**src/rtl/pdd_pkg.sv**
```systemverilog
package pdd_pkg;

	// Field widths
	localparam int POS_W      = 24;
	localparam int ERR_W      = 25;
	localparam int PREV_W     = 26;
	localparam int GAIN_W     = 12;
	localparam int PROD_P_W   = ERR_W + GAIN_W + 1;
	localparam int ACC_W      = PREV_W + GAIN_W + 1;
	localparam int SPD_W      = ACC_W - 8;
	localparam int CMD_W      = 9;
	localparam int BYTE_W     = 8;
	localparam int SLEW_W     = CMD_W + 2;
	localparam int CFG_IDX_W  = 3;
	localparam int CFG_DATA_W = 24;

	// Stream widths
	localparam int IN_TDATA_W  = 4 * POS_W;
	localparam int OUT_FIELD_W = 2 * CMD_W + ERR_W + 1;
	localparam int OUT_TDATA_W = ((OUT_FIELD_W + 7) / 8) * 8;
	localparam int OUT_PAD_W   = OUT_TDATA_W - OUT_FIELD_W;

	// Reset values of the registers
	localparam logic [GAIN_W-1:0] GAIN_P_RST      = 12'd79;
	localparam logic [GAIN_W-1:0] GAIN_D_RST      = 12'd128;
	localparam logic [BYTE_W-1:0] SPEED_LIMIT_RST = 8'd150;
	localparam logic [BYTE_W-1:0] SLEW_STEP_RST   = 8'd5;
	localparam logic [BYTE_W-1:0] STILL_THR_RST   = 8'd2;
	localparam logic [BYTE_W-1:0] STILL_LIM_RST   = 8'd6;

	// Full jump allowed while the command magnitude is not rising in turn mode
	localparam logic [SLEW_W-1:0] SLEW_FULL_STEP = 11'd256;

	typedef enum logic [CFG_IDX_W-1:0] {
		REG_TARGET      = 3'd0,
		REG_TURN_MODE   = 3'd1,
		REG_GAIN_P      = 3'd2,
		REG_GAIN_D      = 3'd3,
		REG_SPEED_LIMIT = 3'd4,
		REG_SLEW_STEP   = 3'd5,
		REG_STILL_THR   = 3'd6,
		REG_STILL_LIM   = 3'd7
	} cfg_idx_t;

	typedef struct packed {
		logic [POS_W-1:0]  target;
		logic              turn_mode;
		logic [GAIN_W-1:0] gain_p;
		logic [GAIN_W-1:0] gain_d;
		logic [BYTE_W-1:0] speed_limit;
		logic [BYTE_W-1:0] slew_step;
		logic [BYTE_W-1:0] still_threshold;
		logic [BYTE_W-1:0] still_limit;
	} cfg_t;

	// Slew limiter controls shared by both sides
	typedef struct packed {
		logic [BYTE_W-1:0] step;
		logic              ramp;
	} slew_ctl_t;

	typedef struct packed {
		logic             start_req;
		logic [POS_W-1:0] left_pos;
		logic [POS_W-1:0] right_pos;
		logic [POS_W-1:0] left_pos_aux;
		logic [POS_W-1:0] right_pos_aux;
	} in_item_t;

endpackage

```
**src/rtl/pd_drive_controller_with_slew.sv**
```systemverilog
// A transaction passes through the input register, the product register and the
// result register in that order before its result is valid.
// Throughput: one transaction per cycle unless m_axis_tready holds the output; the
// error, product and slew stages each close their own state loop, so back-to-back
// items never wait on each other. Reset (arst_n low, asynchronous): registers return
// to their defaults, PD and stall state clear to zero, and the pipeline empties.
module pd_drive_controller_with_slew
	import pdd_pkg::*;
(
	input  logic                   clk,
	input  logic                   arst_n,
	// configuration write channel
	input  logic                   cfg_valid,
	output logic                   cfg_ready,
	input  logic [CFG_IDX_W-1:0]   cfg_index,
	input  logic [CFG_DATA_W-1:0]  cfg_data,
	// input stream
	input  logic                   s_axis_tvalid,
	output logic                   s_axis_tready,
	// tdata: left_pos[23:0], right_pos[47:24], left_pos_aux[71:48], right_pos_aux[95:72]
	input  logic [IN_TDATA_W-1:0]  s_axis_tdata,
	// tuser: start_req[0]
	input  logic                   s_axis_tuser,
	// result stream
	output logic                   m_axis_tvalid,
	input  logic                   m_axis_tready,
	// tdata: left_cmd[8:0], right_cmd[17:9], pos_error[42:18], moving[43], zero[47:44]
	output logic [OUT_TDATA_W-1:0] m_axis_tdata
);

	cfg_t cfg_q;

	in_item_t s1_item;
	logic     s1_valid;

	logic                       s2_valid;
	logic signed [ACC_W-1:0]    s2_prod_p;
	logic signed [ACC_W-1:0]    s2_prod_d;
	logic        [ERR_W-1:0]    s2_err;
	logic                       s2_moving;

	logic                       s3_valid;
	logic        [CMD_W-1:0]    s3_left_cmd;
	logic        [CMD_W-1:0]    s3_right_cmd;
	logic        [ERR_W-1:0]    s3_err;
	logic                       s3_moving;

	logic signed [PREV_W-1:0]   prev_err_q;
	logic        [CMD_W-1:0]    left_speed_q;
	logic        [CMD_W-1:0]    right_speed_q;
	logic        [BYTE_W-1:0]   still_cnt_q;
	logic        [POS_W-1:0]    last_avg_q;
	logic        [POS_W-1:0]    last_target_q;

	logic adv3;
	logic adv2;
	logic load2_ok;
	logic adv1;

	// Configuration writes are always accepted and registered
	assign cfg_ready = 1'b1;

	always_ff @(posedge clk or negedge arst_n) begin
		if (!arst_n) begin
			cfg_q.target          <= '0;
			cfg_q.turn_mode       <= 1'b0;
			cfg_q.gain_p          <= GAIN_P_RST;
			cfg_q.gain_d          <= GAIN_D_RST;
			cfg_q.speed_limit     <= SPEED_LIMIT_RST;
			cfg_q.slew_step       <= SLEW_STEP_RST;
			cfg_q.still_threshold <= STILL_THR_RST;
			cfg_q.still_limit     <= STILL_LIM_RST;
		end else if (cfg_valid && cfg_ready) begin
			unique case (cfg_idx_t'(cfg_index))
				REG_TARGET:      cfg_q.target          <= cfg_data[POS_W-1:0];
				REG_TURN_MODE:   cfg_q.turn_mode       <= cfg_data[0];
				REG_GAIN_P:      cfg_q.gain_p          <= cfg_data[GAIN_W-1:0];
				REG_GAIN_D:      cfg_q.gain_d          <= cfg_data[GAIN_W-1:0];
				REG_SPEED_LIMIT: cfg_q.speed_limit     <= cfg_data[BYTE_W-1:0];
				REG_SLEW_STEP:   cfg_q.slew_step       <= cfg_data[BYTE_W-1:0];
				REG_STILL_THR:   cfg_q.still_threshold <= cfg_data[BYTE_W-1:0];
				REG_STILL_LIM:   cfg_q.still_limit     <= cfg_data[BYTE_W-1:0];
			endcase
		end
	end

	// Pipeline flow control: each stage advances when the next one is free or moving
	assign adv3          = !s3_valid || m_axis_tready;
	assign adv2          = s2_valid && adv3;
	assign load2_ok      = !s2_valid || adv3;
	assign adv1          = s1_valid && load2_ok;
	assign s_axis_tready = !s1_valid || load2_ok;

	// Stage 1: input register
	always_ff @(posedge clk or negedge arst_n) begin
		if (!arst_n) begin
			s1_valid <= 1'b0;
		end else if (s_axis_tready) begin
			s1_valid <= s_axis_tvalid;
		end
	end

	always_ff @(posedge clk) begin
		if (s_axis_tvalid && s_axis_tready) begin
			s1_item.start_req     <= s_axis_tuser;
			s1_item.left_pos      <= s_axis_tdata[POS_W-1:0];
			s1_item.right_pos     <= s_axis_tdata[2*POS_W-1:POS_W];
			s1_item.left_pos_aux  <= s_axis_tdata[3*POS_W-1:2*POS_W];
			s1_item.right_pos_aux <= s_axis_tdata[4*POS_W-1:3*POS_W];
		end
	end

	// Error path: measured value, error, derivative and both products
	logic signed [POS_W:0]      turn_diff;
	logic signed [POS_W:0]      turn_adj;
	logic        [POS_W-1:0]    measured;
	logic signed [ERR_W-1:0]    err_c;
	logic signed [PREV_W-1:0]   prev_c;
	logic signed [PREV_W-1:0]   deriv_c;
	logic signed [GAIN_W:0]     gp_s;
	logic signed [GAIN_W:0]     gd_s;
	logic signed [PROD_P_W-1:0] prod_p_c;
	logic signed [ACC_W-1:0]    prod_d_c;

	always_comb begin
		turn_diff = $signed({s1_item.right_pos[POS_W-1], s1_item.right_pos})
			- $signed({s1_item.left_pos[POS_W-1], s1_item.left_pos});
		// halve toward zero
		turn_adj  = turn_diff + $signed({{POS_W{1'b0}}, turn_diff[POS_W]});
		measured  = cfg_q.turn_mode ? turn_adj[POS_W:1] : s1_item.left_pos;
		err_c     = $signed({cfg_q.target[POS_W-1], cfg_q.target})
			- $signed({measured[POS_W-1], measured});
		prev_c    = s1_item.start_req ? '0 : prev_err_q;
		deriv_c   = $signed({err_c[ERR_W-1], err_c}) - prev_c;
		gp_s      = $signed({1'b0, cfg_q.gain_p});
		gd_s      = $signed({1'b0, cfg_q.gain_d});
		prod_p_c  = err_c * gp_s;
		prod_d_c  = deriv_c * gd_s;
	end

	// Stall detector on the auxiliary encoders
	logic [POS_W-1:0]  la_mag;
	logic [POS_W-1:0]  ra_mag;
	logic [POS_W:0]    avg_sum;
	logic [POS_W-1:0]  avg_c;
	logic [POS_W:0]    avg_diff;
	logic [POS_W:0]    avg_dmag;
	logic [BYTE_W-1:0] still_nxt;
	logic              moving_c;

	always_comb begin
		la_mag   = s1_item.left_pos_aux[POS_W-1]
			? POS_W'(~s1_item.left_pos_aux + 1'b1) : s1_item.left_pos_aux;
		ra_mag   = s1_item.right_pos_aux[POS_W-1]
			? POS_W'(~s1_item.right_pos_aux + 1'b1) : s1_item.right_pos_aux;
		avg_sum  = {1'b0, la_mag} + {1'b0, ra_mag};
		avg_c    = avg_sum[POS_W:1];
		avg_diff = {1'b0, last_avg_q} - {1'b0, avg_c};
		avg_dmag = avg_diff[POS_W] ? (POS_W+1)'(~avg_diff + 1'b1) : avg_diff;
		priority if (cfg_q.target != last_target_q) begin
			still_nxt = '0;
		end else if (avg_dmag < {{(POS_W+1-BYTE_W){1'b0}}, cfg_q.still_threshold}) begin
			still_nxt = (still_cnt_q == {BYTE_W{1'b1}}) ? still_cnt_q : still_cnt_q + 1'b1;
		end else begin
			still_nxt = '0;
		end
		moving_c = !(still_nxt > cfg_q.still_limit);
	end

	// Stage 2: product register, and the error and stall state advance with it
	always_ff @(posedge clk or negedge arst_n) begin
		if (!arst_n) begin
			s2_valid      <= 1'b0;
			prev_err_q    <= '0;
			still_cnt_q   <= '0;
			last_avg_q    <= '0;
			last_target_q <= '0;
		end else begin
			if (load2_ok) begin
				s2_valid <= s1_valid;
			end
			if (adv1) begin
				prev_err_q    <= $signed({err_c[ERR_W-1], err_c});
				still_cnt_q   <= still_nxt;
				last_avg_q    <= avg_c;
				last_target_q <= cfg_q.target;
			end
		end
	end

	always_ff @(posedge clk) begin
		if (adv1) begin
			s2_prod_p <= ACC_W'(prod_p_c);
			s2_prod_d <= prod_d_c;
			s2_err    <= err_c;
			s2_moving <= moving_c;
		end
	end

	// Speed path: sum, scale toward zero, clamp
	logic signed [ACC_W-1:0] acc_c;
	logic signed [ACC_W-1:0] acc_adj;
	logic signed [SPD_W-1:0] spd_raw;
	logic signed [SPD_W-1:0] lim_pos;
	logic signed [SPD_W-1:0] lim_neg;
	logic signed [SPD_W-1:0] spd_clamp;
	logic        [CMD_W-1:0] spd_c;
	logic        [CMD_W-1:0] left_req;
	logic        [CMD_W-1:0] left_nxt;
	logic        [CMD_W-1:0] right_nxt;
	slew_ctl_t               slew_ctl;

	always_comb begin
		acc_c   = s2_prod_p + s2_prod_d;
		acc_adj = acc_c + $signed({{(ACC_W-BYTE_W){1'b0}}, {BYTE_W{acc_c[ACC_W-1]}}});
		spd_raw = acc_adj[ACC_W-1:8];
		lim_pos = $signed({{(SPD_W-BYTE_W){1'b0}}, cfg_q.speed_limit});
		lim_neg = -lim_pos;
		priority if (spd_raw > lim_pos) begin
			spd_clamp = lim_pos;
		end else if (spd_raw < lim_neg) begin
			spd_clamp = lim_neg;
		end else begin
			spd_clamp = spd_raw;
		end
		spd_c         = spd_clamp[CMD_W-1:0];
		left_req      = cfg_q.turn_mode ? CMD_W'(-spd_c) : spd_c;
		slew_ctl.step = cfg_q.slew_step;
		slew_ctl.ramp = !cfg_q.turn_mode;
	end

	pdd_slew u_slew_left (
		.ctl (slew_ctl),
		.cur (left_speed_q),
		.req (left_req),
		.nxt (left_nxt)
	);

	pdd_slew u_slew_right (
		.ctl (slew_ctl),
		.cur (right_speed_q),
		.req (spd_c),
		.nxt (right_nxt)
	);

	// Stage 3: result register, and the slew state advances with it
	always_ff @(posedge clk or negedge arst_n) begin
		if (!arst_n) begin
			s3_valid      <= 1'b0;
			left_speed_q  <= '0;
			right_speed_q <= '0;
		end else begin
			if (adv3) begin
				s3_valid <= s2_valid;
			end
			if (adv2) begin
				left_speed_q  <= left_nxt;
				right_speed_q <= right_nxt;
			end
		end
	end

	always_ff @(posedge clk) begin
		if (adv2) begin
			s3_left_cmd  <= left_nxt;
			s3_right_cmd <= right_nxt;
			s3_err       <= s2_err;
			s3_moving    <= s2_moving;
		end
	end

	assign m_axis_tvalid = s3_valid;
	assign m_axis_tdata  = {{OUT_PAD_W{1'b0}}, s3_moving, s3_err, s3_right_cmd, s3_left_cmd};

	// An empty result register never blocks the input side
	a_ready_when_empty: assert property (@(posedge clk) disable iff (!arst_n)
		!s3_valid |-> s_axis_tready)
		else $error("input stalled with an empty result register");

	// Delivered commands match the slew state they came from
	a_cmd_tracks_state: assert property (@(posedge clk) disable iff (!arst_n)
		s3_valid |-> (s3_left_cmd == left_speed_q) && (s3_right_cmd == right_speed_q))
		else $error("result command differs from slew state");

	// Commands never wrap to the most negative code
	a_cmd_in_range: assert property (@(posedge clk) disable iff (!arst_n)
		s3_valid |-> (s3_left_cmd != {1'b1, {(CMD_W-1){1'b0}}})
			&& (s3_right_cmd != {1'b1, {(CMD_W-1){1'b0}}}))
		else $error("command wrapped out of range");

	// A blocked product stage keeps its item
	a_s2_hold: assert property (@(posedge clk) disable iff (!arst_n)
		(s2_valid && !adv3) |=> s2_valid && $stable(s2_prod_p) && $stable(s2_err))
		else $error("product stage lost its item while blocked");

endmodule

```
**src/rtl/pdd_slew.sv**
```systemverilog
module pdd_slew
	import pdd_pkg::*;
(
	input  slew_ctl_t         ctl,
	input  logic [CMD_W-1:0]  cur,
	input  logic [CMD_W-1:0]  req,
	output logic [CMD_W-1:0]  nxt
);

	logic signed [SLEW_W-1:0] cur_w;
	logic signed [SLEW_W-1:0] req_w;
	logic signed [SLEW_W-1:0] step_w;
	logic signed [SLEW_W-1:0] lo_w;
	logic signed [SLEW_W-1:0] hi_w;
	logic signed [SLEW_W-1:0] res_w;
	logic        [SLEW_W-1:0] cur_mag;
	logic        [SLEW_W-1:0] req_mag;

	// Widen both commands and take their magnitudes
	always_comb begin
		cur_w   = SLEW_W'($signed(cur));
		req_w   = SLEW_W'($signed(req));
		cur_mag = cur_w[SLEW_W-1] ? SLEW_W'(-cur_w) : cur_w;
		req_mag = req_w[SLEW_W-1] ? SLEW_W'(-req_w) : req_w;
	end

	// Ramp by the step in ramp mode or while the magnitude rises, else allow a full jump
	always_comb begin
		if (ctl.ramp || (cur_mag < req_mag)) begin
			step_w = $signed({{(SLEW_W-BYTE_W){1'b0}}, ctl.step});
		end else begin
			step_w = $signed(SLEW_FULL_STEP);
		end
		lo_w = req_w - step_w;
		hi_w = req_w + step_w;
		priority if (cur_w < lo_w) begin
			res_w = cur_w + step_w;
		end else if (cur_w > hi_w) begin
			res_w = cur_w - step_w;
		end else begin
			res_w = req_w;
		end
		nxt = res_w[CMD_W-1:0];
	end

endmodule
```
**config.mk**
```make
export PLATFORM = sky130hd
export DESIGN_NAME = pd_drive_controller_with_slew
export DESIGN_NICKNAME = d
export VERILOG_FILES = /design/src/rtl/pdd_pkg.sv /design/src/rtl/pd_drive_controller_with_slew.sv /design/src/rtl/pdd_slew.sv
export SDC_FILE = /design/constraint.sdc
export NUM_CORES = 2
export LEC_CHECK = 0
export ABC_CLOCK_PERIOD_IN_PS = 20600
export BUFFER_PORTS_ARGS = -buffer_cell sky130_fd_sc_hd__buf_2
export CORE_ASPECT_RATIO = 2
export CORE_MARGIN = 3
export CORE_UTILIZATION = 54
export DETAILED_ROUTE_END_ITERATION = 7
export GPL_TIMING_DRIVEN = 1
export PLACE_DENSITY = 0.82
export SLEW_MARGIN = 20
export SYNTH_ARGS = -nofsm -noshare
export SYNTH_HDL_FRONTEND = slang
export SYNTH_HIERARCHICAL = 1
export SYNTH_SLANG_ARGS = --single-unit
```
**constraint.sdc**
```tcl
create_clock -name clk -period 20.6 [get_ports clk]
set_clock_uncertainty 0.05 [all_clocks]
set_input_delay 3.09 -clock clk [delete_from_list [all_inputs] [get_ports clk]]
set_output_delay 3.09 -clock clk [all_outputs]
set_load 0.02 [all_outputs]
```
; After elaboration in Yosys (flattened, before gate mapping)
; Cells that the tools add are included.
[op_classes]
n_reduce_logical = 22
multipliers = 2
n_addsub = 26
n_mux = 21
bitwise = 3
n_lt_le_gt_ge = 10
n_eq_ne = 9
[ops]
columns = cell, n
row1 = 9-bit two-way mux, 9
row2 = 24-bit by 24-bit subtractor with 25-bit output, 3
row3 = 24-bit two-way mux, 3
row4 = "24-bit by 1-bit adder with 24-bit output, second input constant", 2
row5 = 24-bit inverter, 2
row6 = 11-bit two-way mux, 4
row7 = 9-bit negation with 11-bit output, 4
row8 = 38-bit by 39-bit adder with 39-bit output, 1
row9 = 39-bit by 9-bit adder with 39-bit output, 1
row10 = 26-bit by 13-bit multiplier with 39-bit output, 1
row11 = 25-bit by 13-bit multiplier with 38-bit output, 1
row12 = 31-bit by 9-bit > comparator with 1-bit output, 1
row13 = 31-bit less-than comparator, 1
row14 = 8-bit negation with 31-bit output, 1
row15 = 26-bit two-way mux, 1
row16 = 25-bit by 26-bit subtractor with 26-bit output, 1
row17 = 24-bit by 24-bit adder with 25-bit output, 1
row18 = "25-bit by 1-bit adder with 25-bit output, second input constant", 1
row19 = 25-bit by 2-bit adder with 25-bit output, 1
row20 = 25-bit by 8-bit less-than comparator with 1-bit output, 1
row21 = 25-bit two-way mux, 1
row22 = 25-bit inverter, 1
row23 = 8-bit two-way mux, 3
row24 = 24-bit inequality test, 1
row25 = other kinds (19), 47
[totals]
wordCells = 123
regBits = 427
input_bits = 129

; Depth between registers and ports, before layout
[depth]
ltp_word = 16
depth_mapped = 72

; Cells and area by module
; Netlist, hierarchy kept.
[by_module_without_submodules]
columns = module, instances, seq_area_each_um2, area_per_inst_um2, cells_per_inst
row1 = pd_drive_controller_with_slew, 1, 11925.2, 48416.4, 5119
row2 = pdd_slew, 2, 0.0, 2767.7, 378

; Worst setup path before layout
; No wires, ideal clock.
[synth_timing]
path_type = flip-flop to flip-flop
from = reg s2_prod_p[0]
to = reg left_speed_q[7]
stages_incl_launch_ff = 68
path_slack_ns = 6.490
path_buffers = 4
required_time_ns = 20.425
setup_time_ns = 0.125
arrival_ns = 13.936
period_less_slack_ns = 14.110
path_cell_list = edfxtp_1 > ha_1 > fa_1 > a211oi_1 > o21a_1 > a21boi_2 > o211ai_2 > a211oi_2 > a21o_1 > a21oi_1 > xor2_1 > ha_1 > and3_1 > nand4_1 > or3_1 > a211oi_1 > a211oi_2 > nand2b_1 > (+32 left out) > fa_1 > a21o_1 > a21oi_1 > nor2b_1 > o21a_1 > o41a_1 > a21oi_1 > nor2_1 > ha_1 > nand4_1 > a21oi_1 > o21ai_2 > and2_1 > buf_6 > nor2_4 > a221oi_1 > o22a_1 > mux2_2
[synth_via]
elab_chain_cells = 16
[synth_lines]
columns = element, line
row1 = from (decl), pd_drive_controller_with_slew.sv:37  ; logic signed [ACC_W-1:0] s2_prod_p;
row2 = from (signal assigned), pd_drive_controller_with_slew.sv:193  ; s2_prod_p <= ACC_W'(prod_p_c);
row3 = 38-bit by 39-bit adder with 39-bit output *, pd_drive_controller_with_slew.sv:214  ; acc_c = s2_prod_p + s2_prod_d;
row4 = 39-bit by 9-bit adder with 39-bit output *, pd_drive_controller_with_slew.sv:215  ; acc_adj = acc_c + $signed({{(ACC_W-BYTE_W){1'b0}}, {BYTE_W{acc_c[ACC_W-1]}}});
row5 = 31-bit less-than comparator, pd_drive_controller_with_slew.sv:221  ; end else if (spd_raw < lim_neg) begin
row6 = 9-bit two-way mux, pd_drive_controller_with_slew.sv:221
row7 = 9-bit two-way mux *, pd_drive_controller_with_slew.sv:219  ; priority if (spd_raw > lim_pos) begin
row8 = net spd_clamp[1], pd_drive_controller_with_slew.sv:206  ; logic signed [SPD_W-1:0] spd_clamp;
row9 = 9-bit negation *, pd_drive_controller_with_slew.sv:227  ; left_req = cfg_q.turn_mode ? CMD_W'(-spd_c) : spd_c;
row10 = 9-bit two-way mux *, pd_drive_controller_with_slew.sv:227
row11 = net left_req[8], pd_drive_controller_with_slew.sv:208  ; logic [CMD_W-1:0] left_req;
row12 = (+2 left out), --
row13 = 11-bit less-than comparator, pdd_slew.sv:29  ; if (ctl.ramp || (cur_mag < req_mag)) begin
row14 = 1-bit logical OR, pdd_slew.sv:29
row15 = 9-bit two-way mux, pdd_slew.sv:29
row16 = 9-bit by 10-bit adder with 11-bit output, pdd_slew.sv:35  ; hi_w = req_w + step_w;
row17 = 9-bit by 11-bit > comparator with 1-bit output, pdd_slew.sv:38  ; end else if (cur_w > hi_w) begin
row18 = 9-bit two-way mux, pdd_slew.sv:38
row19 = 9-bit two-way mux *, pdd_slew.sv:36  ; priority if (cur_w < lo_w) begin
row20 = net left_nxt[7], pd_drive_controller_with_slew.sv:209  ; logic [CMD_W-1:0] left_nxt;
row21 = to (signal assigned), pd_drive_controller_with_slew.sv:257  ; left_speed_q <= left_nxt;
row22 = to (decl), pd_drive_controller_with_slew.sv:49  ; logic [CMD_W-1:0] left_speed_q;
; The timed path passes the listed nets; every way through them passes the cells marked *.
; A chain may end at the register's enable or synchronous reset.

; Worst setup path in the final report
[layout_timing]
from = reg s2_prod_p[0]
to = reg left_speed_q[1]
; Same word-level chain as after synthesis.

==> flow_metrics.py <==
metrics = {
    "cells_and_area": {
        "areaGrowthSynthToFinish_pct": 7.152,
        "fillers": 8285,
        "layout_commonest_cell": "inv_1",
        "final_cell_mix": "832 x inv_1, 722 x nand2_1, 558 x fa_1",
        "post_route_cells_drive_above_1_share_pct": 8.860,
        "num-nets-final": 7218,
    },
    "setup_path": {
        "path_buf_inv": 5,
        "crit_family": "compound AO/OA/AOI/OAI gates",
        "critPathSlowestCell": "o21ai_0",
        "startpoint_type": "flop",
        "worstSetupPathType": "flop to flop",
        "critPathRequiredTime_ps": 21120,
        "cp_max_fo": 16,
        "cpPeakStageDelay_ps": 780,
        "end_kind": "flop",
        "arrival_ps": 16650,
    },
    "die": {
        "initial_utilization_pct": 54.54,
        "die_h_um": 453.0,
        "fp.dieW_um": 229.5,
        "coreArea_um2": 98910,
        "fp-row-count": 163,
        "ios": 180,
        "die-area_um2": 104000,
    },
    "cts": {
        "cts_root_buf": "clkbuf_16",
        "post-cts-setup-buffers": 0,
        "ctsHoldBuffers": 0,
        "htree_levels": 2,
        "cts.sinks": 427,
        "post_cts_resized": 0,
        "cts_buffers": 44,
        "clkLatencyLatePin_ps": 660,
        "cts_tree": "done",
        "clk_path_buf_depth": 3,
        "cts.clk_slew.worst_paths_ps": 70,
    },
    "drt": {
        "wl_um": 156000,
        "via_per_inst": 5.909,
        "firstDrtPassIters": 6,
        "drc": 0,
        "ant_nets": 0,
        "vias": 43430,
        "wl_per_cell_um": 21.22,
        "drtIter0Drc": 2561,
    },
    "sta": {
        "fmax_ghz": 0.06198,
        "layout_min_cycle_time_ps": 16130,
        "tightest_slew_ps": 1178,
        "post-route-period-util_pct": 78.32,
        "worst_slack_ps": 4466,
        "hold_viol": 0,
        "slew_violations": 0,
        "slew-limit-headroom_pct": 21.16,
        "setup_viol": 0,
        "rsz0062_at_grt": "false",
        "fin_tns_setup_ps": 0,
    },
    "synth": {
        "synth_cells": 5875,
        "ys_seq_elements": 427,
        "ys_seq_area_share_pct": 22.10,
        "async_reset_ff_share_pct": 42.86,
        "syn_area_um2": 53950,
        "synthFlopType": "edfxtp_1",
        "synth_cell_types": 116,
        "yosysWarnings": 6,
        "syn_area_per_cell_um2": 9.183,
        "synth-edff-count": 244,
    },
    "grt": {
        "grt_max_degree": 105,
        "antenna_found_initial": 6,
        "grt_pass1_vias": 46620,
        "grt_usage_pct": 30.10,
        "grt_pass1_wl_um": 243400,
        "overflow": 0,
    },
    "placed_design": {
        "pre_cts_ws_ps": 4635,
        "portBuffers": 174,
        "gpl.final_weighted_congestion": 0.9957,
        "post-dp-hpwl_um": 124400,
    },
    "status": {
        "outcome": "finished clean",
    },
    "hold_path": {
        "holdCritPathClass": "flop to flop",
    },
    "job": {
        "cap_violations": 0,
    },
}
routing by layer:
layer	wire [µm]	share of wire (%)	GRT usage (%)
met1	47600	31	27.34
met2	81660	52	56.36
met3	8160	5.2	3.714
met4	18510	12	29.39
met5	48	0.031	0
registers in the layout (all words and copies together) (netlist names), 8 cells and up:
name           cells
s1_item           97
cfg_q             81
s2_prod_d         39
s2_prod_p         38
prev_err_q        25
s2_err            25
s3_err            25
last_avg_q        24
last_target_q     24
left_speed_q       9
right_speed_q      9
s3_left_cmd        9
s3_right_cmd       9
still_cnt_q        8
cell families after synthesis:
group           share of synthesized area, %
flops                                  22.10
buf+inv                                7.379
xor+xnor                               6.083
mux                                    2.611
other cells                          0.04174
simple gates                           17.29
compound gates                         11.26
fa+ha+maj                              33.23
Yosys cell counts (all sizes together), types with 29 or more instances:
cell type	n	share of area [%]
o21ai	221	2.1
mux2i	29	0.54
a21o	59	0.82
ha	540	13
xor2	101	1.6
dfrtp	168	7.8
or3	52	0.61
fa	558	21
o211ai	31	0.48
edfxtp	244	14
nor3	99	0.93
clkbuf	173	1.2
a21oi	259	2.4
o21bai	39	0.56
nor2b	100	1.2
and2	290	3.4
o21a	42	0.58
nand2	723	5.0
nand4	36	0.42
mux2	99	2.1
a21boi	29	0.42
buf	30	0.33
nand2b	87	1.0
and3	41	0.48
o31ai	39	0.55
xnor2	272	4.4
inv	835	5.8
nor2	273	1.9
nand3	66	0.61
cell type report:
class,count,area [µm²],share of cell area [%]
Clock buffer,54,1149,1.987
Clock inverter,28,261.5,0.4523
Multi-Input combinational cell,4417,38110,65.92
Inverter,835,3139,5.430
Sequential cell,427,11930,20.63
Antenna cell,3,7.507,0.01299
Timing Repair Buffer,266,1570,2.716
Tap cell,1320,1652,2.857
worst paths after layout:
path                                        end          from  slack (ps)  depth (start not counted)
min in group asynchronous        last_avg_q[23]        arst_n        2400                          1
worst max register to register  left_speed_q[1]  s2_prod_p[0]        4470                         64
worst min register to register        s3_err[6]     s2_err[6]         370                          0
max in group asynchronous       left_speed_q[3]        arst_n       16730                          2
worst min-delay path                  s3_err[6]     s2_err[6]         370                          0
worst max-delay path            left_speed_q[1]  s2_prod_p[0]        4470                         64
metrics by stage:
step,cells,instance area [µm²],hold WS (ps),utilization (%)
after floorplan,5882,53980,350.3,-
after global placement,7265,56390,353.5,57.00
after detailed placement,7265,56390,356.5,57.00
after CTS,7347,57800,371.2,58.43
after global routing,7349,57810,371.5,58.44
final,7350,57810,374.9,58.45
Power is not shown: default switching activity piles up to over one toggle a cycle in this logic, so the estimate is an artifact.
